==> src/sv/hjb_pkg.sv <==
// ----------------------------------------------------------------------------
// hjb_pkg
// Shared item types and codes for the hash join build/probe table.
// ----------------------------------------------------------------------------
`default_nettype none

package hjb_pkg;

    // field widths fixed by the item format
    localparam int KEY_W = 32;
    localparam int HND_W = 16;

    // opcodes
    localparam logic OP_BUILD = 1'b0;
    localparam logic OP_PROBE = 1'b1;

    // result status codes
    localparam logic [1:0] ST_INSERTED = 2'd0;
    localparam logic [1:0] ST_FULL     = 2'd1;
    localparam logic [1:0] ST_MATCH    = 2'd2;
    localparam logic [1:0] ST_NOMATCH  = 2'd3;

    typedef struct packed {
        logic             opcode;
        logic [KEY_W-1:0] key;
        logic [HND_W-1:0] row_handle;
    } t_in_item;

    typedef struct packed {
        logic [1:0]       status;
        logic [KEY_W-1:0] match_key;
        logic [HND_W-1:0] build_handle;
        logic [HND_W-1:0] probe_handle;
    } t_out_item;

endpackage

`default_nettype wire

==> src/sv/hjb_hash.sv <==
// ----------------------------------------------------------------------------
// hjb_hash
// Three-stage bucket index pipeline: key mod NUM_BUCKETS by reciprocal
// multiply, back-multiply and a single correcting subtract.
// ----------------------------------------------------------------------------
`default_nettype none

module hjb_hash
    import hjb_pkg::*;
#(
    parameter int NUM_BUCKETS = 1024
) (
    input  wire                             i_clk,
    input  wire                             i_rst_n,
    input  wire                             i_valid,
    output logic                            o_ready,
    input  t_in_item                        i_item,
    output logic                            o_valid,
    input  wire                             i_ready,
    output t_in_item                        o_item,
    output logic [$clog2(NUM_BUCKETS)-1:0]  o_bkt
);

    localparam int          BKT_W   = $clog2(NUM_BUCKETS);
    localparam int          SHIFT   = KEY_W + BKT_W;
    localparam logic [63:0] RECIP_L = (64'd1 << SHIFT) / 64'(NUM_BUCKETS);
    localparam logic [32:0] RECIP   = RECIP_L[32:0];
    localparam logic [31:0] NB      = 32'(NUM_BUCKETS);

    logic                  r_v1, r_v2, r_v3;
    t_in_item              r_item1, r_item2, r_item3;
    logic [64:0]           r_prod1;
    logic [KEY_W-1:0]      r_qn2;
    logic [BKT_W-1:0]      r_bkt3;
    logic                  adv1, adv2, adv3;
    logic [KEY_W-1:0]      quot;
    logic [KEY_W-1:0]      rem;
    logic [KEY_W-1:0]      rem_c;

    // stage enables, a stage loads when empty or when it drains
    assign adv3    = !r_v3 || i_ready;
    assign adv2    = !r_v2 || adv3;
    assign adv1    = !r_v1 || adv2;
    assign o_ready = adv1;

    // quotient estimate, at most one below the true quotient
    assign quot = 32'(r_prod1 >> SHIFT);

    // remainder stays below twice the bucket count before correction
    assign rem   = r_item2.key - r_qn2;
    assign rem_c = (rem >= NB) ? (rem - NB) : rem;

    // valid flags
    always_ff @(posedge i_clk) begin
        if (!i_rst_n) begin
            r_v1 <= 1'b0;
            r_v2 <= 1'b0;
            r_v3 <= 1'b0;
        end else begin
            if (adv1) begin
                r_v1 <= i_valid;
            end
            if (adv2) begin
                r_v2 <= r_v1;
            end
            if (adv3) begin
                r_v3 <= r_v2;
            end
        end
    end

    // payload stages
    always_ff @(posedge i_clk) begin
        if (adv1) begin
            r_item1 <= i_item;
            r_prod1 <= 65'(i_item.key) * 65'(RECIP);
        end
        if (adv2) begin
            r_item2 <= r_item1;
            r_qn2   <= quot * NB;
        end
        if (adv3) begin
            r_item3 <= r_item2;
            r_bkt3  <= rem_c[BKT_W-1:0];
        end
    end

    assign o_valid = r_v3;
    assign o_item  = r_item3;
    assign o_bkt   = r_bkt3;

endmodule

`default_nettype wire

==> config.mk <==
export PLATFORM = sky130hd
export DESIGN_NAME = hjb_hash
export DESIGN_NICKNAME = d
export VERILOG_FILES = /design/src/sv/hjb_pkg.sv /design/src/sv/hjb_hash.sv
export SDC_FILE = /design/constraint.sdc
export NUM_CORES = 1
export LEC_CHECK = 0
export BUFFER_PORTS_ARGS = -buffer_cell sky130_fd_sc_hd__buf_2
export CORE_MARGIN = 2
export CORE_UTILIZATION = 35
export DETAILED_ROUTE_END_ITERATION = 7
export PLACE_DENSITY = 0.6
export SYNTH_ARGS = -nofsm -noshare
export SYNTH_HDL_FRONTEND = slang
export SYNTH_SLANG_ARGS = --single-unit
==> constraint.sdc <==
create_clock -name i_clk -period 1.9 [get_ports i_clk]
set_input_delay 0.095 -clock i_clk [delete_from_list [all_inputs] [get_ports i_clk]]
set_output_delay 0.095 -clock i_clk [all_outputs]
set_load 0.005 [all_outputs]
==> impl_metrics.toml <==
[status]
outcome = "complete, no violations"

[timing]
whs_ps = 170.1
fin_skew_ps = 5.709
setup_ws_ps = 286.6
fin_crit_ps = 1613
fmax_mhz = 619.8
grt_setup_unrepaired = "false"
min_period_over_period_pct = 84.92
finalSetupViolations = 0
slew_headroom_pct = 70.45
worst_pin_slew_ps = 443.2
fin_setup_tns_ps = 0
hold_viol_final = 0
finalMaxSlewViolations = 0

[floorplan]
coreArea_um2 = 12720
die_area_um2 = 14110
ios = 114
num_rows = 41
die_y_um = 118.8
start_util_pct = 36.25
fp.dieW_um = 118.8

[global_route]
grt_max_degree = 50
grt_pass1_vias = 2147
grt_antenna_before_repair = 1
grt.overflow.total = 0
grt_usage_pct = 10.53
grt_pass1_wl_mm = 10.76

[routing]
first_iter_violations = 66
vias = 2061
vias_per_cell = 3.874
wl_mm = 6.724
antenna_left = 0
drc = 0
drt_pass1_iterations = 3
post_drt_wl_per_cell_um = 12.64

[layout]
fin_area_um2 = 6548
final_util_pct = 51.47
synthToLayoutAreaGrowth_pct = 41.97
layout-drive-gt1-share_pct = 42.34
layout.cells.non_filler = 532
nNetsFinal = 401

[yosys]
synth-seq-area-share_pct = 97.02
avgSynthCellArea_um2 = 27.29
synth_top_cells_by_area = "edfxtp_1 96%, buf_4 1.6%, dfxtp_1 1.3%"
synth_top_area_share_pct = 95.71
yosys_warnings = 0
synth_nets = 222
syn_inst = 169
synth_area_um2 = 4612
synth_area_leader_cell = "edfxtp_1"
ys_ff_latch = 150
synth_cell_types = 8

[cts]
clockRootBuffer = "clkbuf_16"
tritoncts = "built"
path_clk_slew_ps = 60
clock_latency_ps = 400
cts_buffers = 17
cts.sinks = 150
clk_path_buf_depth = 2
h-tree-depth = 4

[placed_design]
dp.cells = 449
place_area_um2 = 5371
io_buffers = 113
preCtsSetupSlack_ps = 476.4
gp_congestion = 0.6541

[flow_run]
cap_violations = 0

[pwr]
powerDensity_nw_per_um2 = 1184
peakVddDrop_mv = 0.4964
p_leak_nw = 2.613
power_mw = 7.755

[critical_path]
cp_data_required_time_ps = 1800
cp_max_fo = 17
start_kind = "register"
crit_arrival_ps = 1520
crit_path_end_kind = "primary output"
path_class = "reg -> out"

[worst_hold_path]
min_path_type = "in -> reg"
[logic make-up (layout without fill, tap and decap cells)]
| group | count (synthesis) | in the layout | share of synthesized area (%) |
|---|---|---|---|
| flops | 150 | 150 | 97.02 |
| compound gates | 3 | 3 | 0.4883 |
| other cells | 0 | 1 | 0 |
| buf+inv | 13 | 203 | 1.872 |
| simple gates | 3 | 3 | 0.6240 |
[final cells by class]
cell class                 instances  area [um^2]
multi-input combinational          6        51.30
timing repair buffer             170         1136
tap                              172        215.2
fill                            1026         6175
clock buffer                      17        425.4
inverter                           3        15.01
clock inverter                    13        227.7
sequential                       150         4474
antenna                            1        2.502
[routing by layer]
metal	routed length (um)	share of wire, %	GRT usage, %
met5	0	0	0
met4	107	1.6	5.208
met3	518	7.7	5.502
met2	3393	50	17.03
met1	2705	40	11.30
[Yosys cell counts]
cell      instances
edfxtp_1        147
buf_4            10
dfxtp_1           3
inv_1             3
o21a_1            3
and2b_2           1
and3b_2           1
and4b_1           1
[repair_timing]
action / in CTS / in global routing
resized for setup: 0 / 0
setup endpoints to repair: 0 / 0
setup buffers: 0 / 0
hold endpoints to repair: 52 / 0
hold buffers: 52 / 0
[path summary, 6_finish.rpt]
path / endpoint / slack [ps] / startpoint / cells past startpoint
worst max-delay path: o_ready / 290 / o_valid$_SDFFE_PN0P_ / 4
worst min-delay path: o_valid$_SDFFE_PN0P_ / 170 / i_ready / 3
worst max register to register: r_v1$_SDFFE_PN0P_ / 490 / o_valid$_SDFFE_PN0P_ / 3
worst min register to register: r_item2[6]$_DFFE_PP_ / 420 / r_item1[6]$_DFFE_PP_ / 0
[placed cells by master, fill, tap and decap left out, drive strengths merged]
master / n
buf: 118
bufinv: 6
o21a: 3
and4b: 1
and3b: 1
clkinvlp: 2
dfxtp: 3
diode: 1
and2b: 1
edfxtp: 147
clkbuf: 17
inv: 5
clkinv: 3
dlygate4sd3: 52
[critical path, stage by stage (launching register included)]
cell,delay (ps)
dfxtp_1,350
and4b_1,290
clkinvlp_4,110
buf_4,210
buf_2,150
[report_power, final]
group | total [mW] | switching [mW] | internal, mW
clock | 3.64 | 1.19 | 2.45
combinational | 0.243 | 0.0819 | 0.162
sequential | 3.87 | 0.0482 | 3.82
[registers in the layout, indices dropped and copies added, names as in the netlist]
register,count
r_item1,49
o_valid,1
r_item2,49
o_item,49
r_v1,1
r_v2,1
(Power assumes the default switching activity.)
